$ cat config.mk
export PLATFORM = sky130hd
export DESIGN_NAME = calendar_recurrence_match
export DESIGN_NICKNAME = d
export VERILOG_FILES = /design/src/rtl/core/crm_pkg.sv /design/src/rtl/core/crm_date_pipe.sv /design/src/rtl/core/crm_rule_eval.sv /design/src/rtl/core/calendar_recurrence_match.sv
export SDC_FILE = /design/constraint.sdc
export NUM_CORES = 1
export LEC_CHECK = 0
export CORE_AREA = 5 5 198 200
export CTS_BUF_LIST = sky130_fd_sc_hd__clkbuf_8
export CTS_CLUSTER_SIZE = 10
export DETAILED_ROUTE_END_ITERATION = 7
export DIE_AREA = 0 0 203 205
export DONT_BUFFER_PORTS = 1
export PLACE_DENSITY_LB_ADDON = 0.1
export SYNTH_ARGS = -nofsm -noshare
export SYNTH_HDL_FRONTEND = slang
export SYNTH_SLANG_ARGS = --single-unit
export TNS_END_PERCENT = 1
$ cat constraint.sdc
create_clock -name clock -period 8.6 [get_ports clock]
set_clock_uncertainty 0.1 [all_clocks]
set_input_delay 0.86 -clock clock [delete_from_list [all_inputs] [get_ports clock]]
set_output_delay 0.86 -clock clock [all_outputs]
set_load 0.005 [all_outputs]
$ cat src/rtl/core/crm_pkg.sv
`timescale 1ns / 1ps
// ----------------------------------------------------------------------------
// crm_pkg
// Shared types, constants and calendar helpers for the recurrence matcher.
// ----------------------------------------------------------------------------
package crm_pkg;

   localparam int unsigned YEAR_W  = 14;
   localparam int unsigned MONTH_W = 4;
   localparam int unsigned DAY_W   = 5;
   localparam int unsigned KEY_W   = YEAR_W + MONTH_W + DAY_W;
   localparam int unsigned WSUM_W  = 15;
   localparam int unsigned CSR_W   = 14;

   localparam logic [YEAR_W-1:0]  MAX_YEAR       = 14'd9999;
   localparam logic [DAY_W-1:0]   DAYS_PER_WEEK  = 5'd7;
   localparam logic [2:0]         LAST_WEEK_CODE = 3'd5;
   localparam logic [MONTH_W-1:0] MONTH_FEB      = 4'd2;
   localparam logic [MONTH_W-1:0] MONTH_MAR      = 4'd3;
   localparam logic [MONTH_W-1:0] MONTH_DEC      = 4'd12;

   // floor(y / 100) = (y * 20972) >> 21, exact for y below 43690
   localparam logic [14:0] DIV100_MUL   = 15'd20972;
   localparam int unsigned DIV100_SHIFT = 21;
   // floor(s / 7) = (s * 9363) >> 16, exact for s below 13107
   localparam logic [13:0] DIV7_MUL     = 14'd9363;
   localparam int unsigned DIV7_SHIFT   = 16;

   // register indexes on the csr port
   localparam logic [2:0] CSR_RULE_MODE        = 3'd0;
   localparam logic [2:0] CSR_START_YEAR       = 3'd1;
   localparam logic [2:0] CSR_START_MONTH      = 3'd2;
   localparam logic [2:0] CSR_START_DAY        = 3'd3;
   localparam logic [2:0] CSR_TARGET_WEEKDAY   = 3'd4;
   localparam logic [2:0] CSR_TARGET_MONTH_DAY = 3'd5;
   localparam logic [2:0] CSR_WEEK_INDEX       = 3'd6;

   typedef enum logic [1:0] {
      RULE_DAILY       = 2'd0,
      RULE_WEEKLY      = 2'd1,
      RULE_MONTH_DAY   = 2'd2,
      RULE_NTH_WEEKDAY = 2'd3
   } rule_mode_type;

   // per-date results handed from the date pipeline to the rule stage
   typedef struct packed {
      logic              date_valid;
      logic [DAY_W-1:0]  month_len;
      logic [WSUM_W-1:0] wsum;
      logic [DAY_W-1:0]  day;
      logic [KEY_W-1:0]  key;
   } date_info_type;

   typedef struct packed {
      rule_mode_type    mode;
      logic [2:0]       target_weekday;
      logic [DAY_W-1:0] target_month_day;
      logic [2:0]       week_index;
      logic [KEY_W-1:0] start_key;
      logic             start_ok;
   } rule_cfg_type;

   function automatic logic [7:0] div_by_100(input logic [YEAR_W-1:0] y);
      logic [28:0] prod;
      prod = {15'd0, y} * {14'd0, DIV100_MUL};
      return prod[DIV100_SHIFT+7:DIV100_SHIFT];
   endfunction

   function automatic logic is_century(input logic [YEAR_W-1:0] y, input logic [7:0] q);
      logic [14:0] q100;
      q100 = {1'b0, q, 6'd0} + {2'b0, q, 5'd0} + {5'b0, q, 2'd0};
      return {1'b0, y} == q100;
   endfunction

   function automatic logic is_leap(input logic [YEAR_W-1:0] y, input logic [7:0] q);
      return (y[1:0] == 2'd0) && (!is_century(y, q) || (q[1:0] == 2'd0));
   endfunction

   function automatic logic [DAY_W-1:0] month_days(input logic [MONTH_W-1:0] m,
                                                   input logic leap);
      logic [DAY_W-1:0] len;
      case (m)
         MONTH_FEB:               len = leap ? 5'd29 : 5'd28;
         4'd4, 4'd6, 4'd9, 4'd11: len = 5'd30;
         default:                 len = 5'd31;
      endcase
      return len;
   endfunction

   function automatic logic [2:0] month_offset(input logic [MONTH_W-1:0] m);
      logic [2:0] off;
      case (m)
         4'd2, 4'd6:  off = 3'd3;
         4'd3, 4'd11: off = 3'd2;
         4'd4:        off = 3'd5;
         4'd7:        off = 3'd5;
         4'd8:        off = 3'd1;
         4'd9, 4'd12: off = 3'd4;
         4'd10:       off = 3'd6;
         default:     off = 3'd0;
      endcase
      return off;
   endfunction

   function automatic logic date_ok(input logic [YEAR_W-1:0] y, input logic [MONTH_W-1:0] m,
                                    input logic [DAY_W-1:0] d, input logic [DAY_W-1:0] len);
      return (y != '0) && (y <= MAX_YEAR) && (m != '0) && (m <= MONTH_DEC)
             && (d != '0) && (d <= len);
   endfunction

endpackage

$ cat src/rtl/core/crm_date_pipe.sv
`timescale 1ns / 1ps
// ----------------------------------------------------------------------------
// crm_date_pipe
// Two-stage date pipeline: century split, then validity, month length and
// the weekday sum ahead of the final mod-7.
// ----------------------------------------------------------------------------
module crm_date_pipe (
   input  logic                         clock,
   input  logic                         advance,
   input  logic [crm_pkg::YEAR_W-1:0]   year,
   input  logic [crm_pkg::MONTH_W-1:0]  month,
   input  logic [crm_pkg::DAY_W-1:0]    day,
   output crm_pkg::date_info_type       info
);
   import crm_pkg::*;

   // stage 1
   logic [YEAR_W-1:0]  y1_ff;
   logic [MONTH_W-1:0] m1_ff;
   logic [DAY_W-1:0]   d1_ff;
   logic [7:0]         q100_ff, q100_in;
   logic               cent_ff, cent_in;

   // stage 2
   date_info_type      info_ff, info_in;

   logic               leap;
   logic               jan_feb;
   logic [YEAR_W-1:0]  yy;
   logic [7:0]         qyy;
   logic [DAY_W-1:0]   len;

   always_comb begin
      q100_in = div_by_100(year);
      cent_in = is_century(year, q100_in);
   end

   always_comb begin
      leap    = is_leap(y1_ff, q100_ff);
      len     = month_days(m1_ff, leap);
      jan_feb = m1_ff < MONTH_MAR;
      // January and February count against the previous year
      yy      = jan_feb ? (y1_ff - 14'd1) : y1_ff;
      qyy     = q100_ff - {7'd0, (jan_feb && cent_ff)};
      info_in.date_valid = date_ok(y1_ff, m1_ff, d1_ff, len);
      info_in.month_len  = len;
      info_in.wsum = {1'b0, yy} + {3'd0, yy[YEAR_W-1:2]} - {7'd0, qyy}
                     + {9'd0, qyy[7:2]} + {12'd0, month_offset(m1_ff)} + {10'd0, d1_ff};
      info_in.day  = d1_ff;
      info_in.key  = {y1_ff, m1_ff, d1_ff};
   end

   always_ff @(posedge clock) begin
      if (advance) begin
         y1_ff   <= year;
         m1_ff   <= month;
         d1_ff   <= day;
         q100_ff <= q100_in;
         cent_ff <= cent_in;
         info_ff <= info_in;
      end
   end

   assign info = info_ff;

endmodule

$ cat src/rtl/core/crm_rule_eval.sv
`timescale 1ns / 1ps
// ----------------------------------------------------------------------------
// crm_rule_eval
// Weekday from the registered sum, start-date gate and rule compare.
// ----------------------------------------------------------------------------
module crm_rule_eval (
   input  crm_pkg::date_info_type info,
   input  crm_pkg::rule_cfg_type  cfg,
   output logic                   occurs
);
   import crm_pkg::*;

   logic [28:0] prod;
   logic [12:0] q7;
   logic [15:0] q7x7;
   logic [15:0] rem;
   logic [2:0]  weekday;
   logic [2:0]  week_no;
   logic [DAY_W-1:0] clamp_day;
   logic        wd_hit;
   logic        rule_hit;

   always_comb begin
      prod    = {15'd0, info.wsum[13:0]} * {15'd0, DIV7_MUL};
      if (info.wsum[WSUM_W-1]) prod = '0; // out of range only for bad dates
      q7      = prod[DIV7_SHIFT+12:DIV7_SHIFT];
      q7x7    = {q7, 3'd0} - {3'd0, q7};
      rem     = {1'b0, info.wsum} - q7x7;
      weekday = (rem[2:0] == 3'd0) ? 3'd7 : rem[2:0];
      wd_hit  = weekday == cfg.target_weekday;

      // occurrence of this weekday within the month
      if (info.day <= DAYS_PER_WEEK)            week_no = 3'd1;
      else if (info.day <= 5'd14)               week_no = 3'd2;
      else if (info.day <= 5'd21)               week_no = 3'd3;
      else if (info.day <= 5'd28)               week_no = 3'd4;
      else                                      week_no = 3'd5;

      clamp_day = (cfg.target_month_day < info.month_len) ? cfg.target_month_day
                                                          : info.month_len;

      case (cfg.mode)
         RULE_DAILY:     rule_hit = 1'b1;
         RULE_WEEKLY:    rule_hit = wd_hit;
         RULE_MONTH_DAY: rule_hit = info.day == clamp_day;
         default: begin
            if (cfg.week_index == LAST_WEEK_CODE)
               rule_hit = wd_hit && (({1'b0, info.day} + {1'b0, DAYS_PER_WEEK})
                                     > {1'b0, info.month_len});
            else
               rule_hit = wd_hit && (week_no == cfg.week_index);
         end
      endcase

      occurs = info.date_valid && cfg.start_ok && (info.key >= cfg.start_key) && rule_hit;
   end

endmodule

$ cat src/rtl/core/calendar_recurrence_match.sv
// Throughput: one date per cycle; the four-register pipeline only holds while
// rsp_valid is high and rsp_ready is low.
// Reset: synchronous, clears the pipeline valid bits and loads the register
// defaults (daily rule, start year 0 so nothing occurs until it is written).
`timescale 1ns / 1ps
// ----------------------------------------------------------------------------
// calendar_recurrence_match
// Checks a Gregorian date against a configured recurrence rule (daily,
// weekly, monthly by day, nth weekday of month) and reports validity.
// ----------------------------------------------------------------------------
module calendar_recurrence_match (
   input  logic                        clock,
   input  logic                        reset,
   // query channel
   input  logic                        req_valid,
   output logic                        req_ready,
   input  logic [crm_pkg::YEAR_W-1:0]  req_year,
   input  logic [crm_pkg::MONTH_W-1:0] req_month,
   input  logic [crm_pkg::DAY_W-1:0]   req_day,
   // result channel
   output logic                        rsp_valid,
   input  logic                        rsp_ready,
   output logic                        rsp_occurs,
   output logic                        rsp_date_valid,
   // register write port
   input  logic                        csr_we,
   input  logic [2:0]                  csr_index,
   input  logic [crm_pkg::CSR_W-1:0]   csr_wdata
);
   import crm_pkg::*;

   // ---------------------------------------------------------------------
   // Configuration registers
   // ---------------------------------------------------------------------
   rule_mode_type      rule_mode_ff;
   logic [YEAR_W-1:0]  start_year_ff;
   logic [MONTH_W-1:0] start_month_ff;
   logic [DAY_W-1:0]   start_day_ff;
   logic [2:0]         target_weekday_ff;
   logic [DAY_W-1:0]   target_month_day_ff;
   logic [2:0]         week_index_ff;

   always_ff @(posedge clock) begin
      if (reset) begin
         rule_mode_ff        <= RULE_DAILY;
         start_year_ff       <= '0;
         start_month_ff      <= 4'd1;
         start_day_ff        <= 5'd1;
         target_weekday_ff   <= 3'd1;
         target_month_day_ff <= 5'd1;
         week_index_ff       <= 3'd1;
      end else if (csr_we) begin
         unique case (csr_index)
            CSR_RULE_MODE:        rule_mode_ff        <= rule_mode_type'(csr_wdata[1:0]);
            CSR_START_YEAR:       start_year_ff       <= csr_wdata[YEAR_W-1:0];
            CSR_START_MONTH:      start_month_ff      <= csr_wdata[MONTH_W-1:0];
            CSR_START_DAY:        start_day_ff        <= csr_wdata[DAY_W-1:0];
            CSR_TARGET_WEEKDAY:   target_weekday_ff   <= csr_wdata[2:0];
            CSR_TARGET_MONTH_DAY: target_month_day_ff <= csr_wdata[DAY_W-1:0];
            CSR_WEEK_INDEX:       week_index_ff       <= csr_wdata[2:0];
            default: ; // unmapped index, write dropped
         endcase
      end
   end

   // ---------------------------------------------------------------------
   // Start date check. Registers must change only while idle (user's rule, not
   // enforced); settling is done before a new query reaches the rule stage.
   // ---------------------------------------------------------------------
   logic [7:0]       start_q100_ff, start_q100_in;
   logic             start_ok_ff, start_ok_in;
   logic [DAY_W-1:0] start_len;

   always_comb begin
      start_q100_in = div_by_100(start_year_ff);
      start_len     = month_days(start_month_ff, is_leap(start_year_ff, start_q100_ff));
      start_ok_in   = date_ok(start_year_ff, start_month_ff, start_day_ff, start_len);
   end

   always_ff @(posedge clock) begin
      start_q100_ff <= start_q100_in;
      start_ok_ff   <= start_ok_in;
   end

   // ---------------------------------------------------------------------
   // Pipeline control: every stage moves together whenever the output
   // register is empty or being drained.
   // ---------------------------------------------------------------------
   logic advance;
   logic v0_ff, v1_ff, v2_ff, rsp_valid_ff;

   assign advance   = !rsp_valid_ff || rsp_ready;
   assign req_ready = advance;

   always_ff @(posedge clock) begin
      if (reset) begin
         v0_ff        <= 1'b0;
         v1_ff        <= 1'b0;
         v2_ff        <= 1'b0;
         rsp_valid_ff <= 1'b0;
      end else if (advance) begin
         v0_ff        <= req_valid;
         v1_ff        <= v0_ff;
         v2_ff        <= v1_ff;
         rsp_valid_ff <= v2_ff;
      end
   end

   // input register
   logic [YEAR_W-1:0]  year_ff;
   logic [MONTH_W-1:0] month_ff;
   logic [DAY_W-1:0]   day_ff;

   always_ff @(posedge clock) begin
      if (advance) begin
         year_ff  <= req_year;
         month_ff <= req_month;
         day_ff   <= req_day;
      end
   end

   // ---------------------------------------------------------------------
   // Date pipeline and rule compare
   // ---------------------------------------------------------------------
   date_info_type info;
   rule_cfg_type  cfg;
   logic          occurs_in;

   crm_date_pipe u_date_pipe (
      .clock   (clock),
      .advance (advance),
      .year    (year_ff),
      .month   (month_ff),
      .day     (day_ff),
      .info    (info)
   );

   always_comb begin
      cfg.mode             = rule_mode_ff;
      cfg.target_weekday   = target_weekday_ff;
      cfg.target_month_day = target_month_day_ff;
      cfg.week_index       = week_index_ff;
      cfg.start_key        = {start_year_ff, start_month_ff, start_day_ff};
      cfg.start_ok         = start_ok_ff;
   end

   crm_rule_eval u_rule_eval (
      .info   (info),
      .cfg    (cfg),
      .occurs (occurs_in)
   );

   // result register
   logic rsp_occurs_ff;
   logic rsp_date_valid_ff;

   always_ff @(posedge clock) begin
      if (advance) begin
         rsp_occurs_ff     <= occurs_in;
         rsp_date_valid_ff <= info.date_valid;
      end
   end

   assign rsp_valid      = rsp_valid_ff;
   assign rsp_occurs     = rsp_occurs_ff;
   assign rsp_date_valid = rsp_date_valid_ff;

   // ---------------------------------------------------------------------
   // Assertions
   // ---------------------------------------------------------------------
   a_occurs_needs_valid: assert property (@(posedge clock) disable iff (reset)
      rsp_valid_ff |-> (!rsp_occurs_ff || rsp_date_valid_ff))
      else $error("occurs set on an invalid date");

   a_accept_enters: assert property (@(posedge clock) disable iff (reset)
      (req_valid && req_ready) |=> v0_ff)
      else $error("accepted transaction not captured");

   a_drain: assert property (@(posedge clock) disable iff (reset)
      (v2_ff && advance) |=> rsp_valid_ff)
      else $error("pipeline result lost before output register");

   a_stall_holds: assert property (@(posedge clock) disable iff (reset)
      (rsp_valid_ff && !rsp_ready) |=> (rsp_valid_ff && $stable(rsp_occurs_ff)
                                        && $stable(v2_ff)))
      else $error("pipeline moved during stall");

endmodule

==> results.sh <==
export IMPL_hp_class="reg -> reg"
export IMPL_syn_area_um2=18300
export IMPL_cts_root_buf="clkbuf_8"
export IMPL_portBuffers=0
export IMPL_area_growth_pct=5.23
export IMPL_avgSynthCellArea_um2=10.3
export IMPL_crit_path_top_delay_cell="edfxtp_1"
export IMPL_worst_r2r_startpoint="year_ff[5]"
export IMPL_timing_fmax_ghz=0.133
export IMPL_synth_nets=2385
export IMPL_start_kind="flop"
export IMPL_final_nets=2394
export IMPL_grt_use_met1_pct=26.7
export IMPL_end_kind="flop"
export IMPL_slew_headroom_pct=40.5
export IMPL_min_path_cells=0
export IMPL_chipHeight_um=205
export IMPL_yosys_warnings=0
export IMPL_min_from="day_ff[4]"
export IMPL_reg2reg_depth=26
export IMPL_hold_path_end="u_date_pipe.d1_ff[4]"
export IMPL_initial_utilization_pct=49.1
export IMPL_path_buf_inv=4
export IMPL_critPathKind="reg -> reg"
export IMPL_dr_total_vias=11900
export IMPL_fp_coreArea_um2=37200
export IMPL_clkSinkCount=150
export IMPL_fin_area_um2=19200
export IMPL_cp_arrival_ns=7.74
export IMPL_setup_viol=0
export IMPL_rsz0062_at_grt="false"
export IMPL_grt_pass1_vias=12800
export IMPL_ys_flop_type="edfxtp_1"
export IMPL_yosysSeqAreaShare_pct=21.8
export IMPL_die_x_um=203
export IMPL_cts_buffer_depth=2
export IMPL_r2r_end="u_date_pipe.cent_ff"
export IMPL_hpwl_um=33700
export IMPL_antenna_found_initial=0
export IMPL_drt_iter0_drc=457
export IMPL_vias_per_cell=5.26
export IMPL_cp_required_ns=8.81
export IMPL_drc_errors=0
export IMPL_async_reset_ff_share_pct=0
export IMPL_cts_resized=0
export IMPL_synthCells=1769
export IMPL_io_pins=49
export IMPL_finalHoldViolCount=0
export IMPL_cp_max_fo=6
export IMPL_cts_clk_slew_worst_paths_ns=0.08
export IMPL_wire_per_inst_um=17.3
export IMPL_finalCritPeriodShare_pct=87.6
export IMPL_dpl_instance_area_um2=18800
export IMPL_grt_max_degree=49
export IMPL_diodes=0
export IMPL_met3_usage_pct=2.74
export IMPL_synth_edf_count=98
export IMPL_yosysUniqueCellTypes=78
export IMPL_crit_family="adder cells"
export IMPL_drt_wl_total_um=39200
export IMPL_met2_usage_pct=34.8
export IMPL_drt_pass1_iter_count=5
export IMPL_finalMaxSlewViolations=0
export IMPL_holdBufCountCts=0
export IMPL_post_cts_buffers=0
export IMPL_maxCapViolCount=0
export IMPL_cpPeakStageDelay_ns=0.60
export IMPL_place_gp_congestion=0.874
export IMPL_htree_levels=4
export IMPL_status="complete, no violations"
export IMPL_drive_above_1_share_pct=2.74
export IMPL_fp_dieArea_um2=41600
export IMPL_top_usage_layer="met2"
export IMPL_track_usage_pct=20.0
export IMPL_final_min_clock_period_ns=7.53
export IMPL_worst_pin_slew_ns=0.891
export IMPL_worstSkewPairLatency_ns=0.50
export IMPL_totalNegativeSetupSlack_ns=0
export IMPL_r2r_setup_slack_ns=1.07
export IMPL_grt_pass1_wl_um=66000
export IMPL_final_antenna_net_count=0
export IMPL_overflow=0
export IMPL_rows=71
export IMPL_ys_seq_elements=150
export IMPL_cts_buffers=17
export IMPL_cts_tree="yes"
stage by stage:
| stage | std cells | util [%] | setup slack [ns] | hold WS (ns) |
|---|---|---|---|---|
| finish | 2265 | 51.7 | 1.07 | 0.330 |
| global route | 2265 | 51.7 | 0.650 | 0.281 |
| CTS | 2265 | 51.7 | 1.03 | 0.279 |
| detailed placement | 2233 | 50.6 | 1.07 | 0.308 |
| global placement | 2233 | 50.6 | 1.27 | 0.302 |
| floorplan | 1769 | - | 1.78 | 0.300 |
per-layer routing:
layer  routed length, um  vias to the layer above
met3                 881                       41
met2               19200                      146
met1               18300                     5805
met4                 745                        0
met5                   0                        -
li1                    -                     5917
area by class of cell:
class                           instances  area [um^2]
Clock buffer                           18          248
Tap cell                              474          593
Inverter                              390         1460
Timing Repair Buffer                    2         15.0
Multi-Input combinational cell       1217        12800
Sequential cell                       150         3980
Fill cell                            3420        18000
Clock inverter                         14          149
cell usage in the layout, fill, tap and decap left out, types with 4 or more instances in the layout:
cell type    n
a2111oi_0    4
a211o_1      8
a211oi_1    14
a21o_1      28
a21oi_1     62
a31oi_1      6
a41oi_1      4
and2_1       4
and3_1       6
clkbuf_8    18
dfxtp_1     52
edfxtp_1    98
fa_1       187
ha_1       384
inv_1      391
inv_6        4
mux2i_1     27
nand2_1     74
nand2b_1     6
nand3_1     24
nand4_1     17
nor2_1      65
nor2b_1     13
nor3_1      25
nor4_1      11
nor4b_1      5
o21a_1      11
o21ai_0     39
or3_1        8
or4_1        4
xnor2_1     82
xor2_1      34
registers in the layout, indices dropped and copies added (netlist names), 2 cells and up, named ones only:
signal and count:
start_year_ff 14, u_date_pipe.y1_ff 14, rule_mode_ff 2, target_month_day_ff 5, start_month_ff 4, week_index_ff 3, start_q100_ff 8, target_weekday_ff 3
month_ff 4, day_ff 5, start_day_ff 5, u_date_pipe.m1_ff 4, u_date_pipe.q100_ff 8, year_ff 14, u_date_pipe.d1_ff 5, u_date_pipe.info 41
synthesized netlist by cell type, drive strengths merged, types with 28 or more instances:
cell / number / share of area (%)
a21o: 28 / 1.2
a21oi: 63 / 1.7
dfxtp: 52 / 5.7
edfxtp: 98 / 16
fa: 187 / 20
ha: 384 / 26
inv: 390 / 8.0
nand2: 74 / 1.5
nor2: 65 / 1.3
o21ai: 42 / 1.2
xnor2: 84 / 4.1
xor2: 34 / 1.6
cell families after synthesis:
logic type      count (synthesis)  synth area share, %
compound gates                219                 8.12
xor+xnor                      118                 5.74
fa+ha+maj                     572                 46.8
buf+inv                       402                 8.32
flops                         150                 21.8
mux                            29                 1.60
simple gates                  279                 7.57
worst max-delay path by stage:
| stage | slack, ns | from | depth (start not counted) | end |
|---|---|---|---|---|
| 2_1_floorplan | 1.78 | year_ff[11] | 26 | u_date_pipe.cent_ff |
| 3_3_place_gp | 1.27 | year_ff[5] | 27 | u_date_pipe.cent_ff |
| 3_5_place_dp | 1.07 | year_ff[4] | 26 | u_date_pipe.cent_ff |
| 4_1_cts | 1.03 | year_ff[4] | 26 | u_date_pipe.cent_ff |
| 5_1_grt | 0.65 | year_ff[11] | 26 | u_date_pipe.cent_ff |
| 6_report | 1.07 | year_ff[5] | 26 | u_date_pipe.cent_ff |
Power is left out: the tool's default activity adds up to more than one toggle a clock period on the data nets, which glitch-free logic cannot reach.
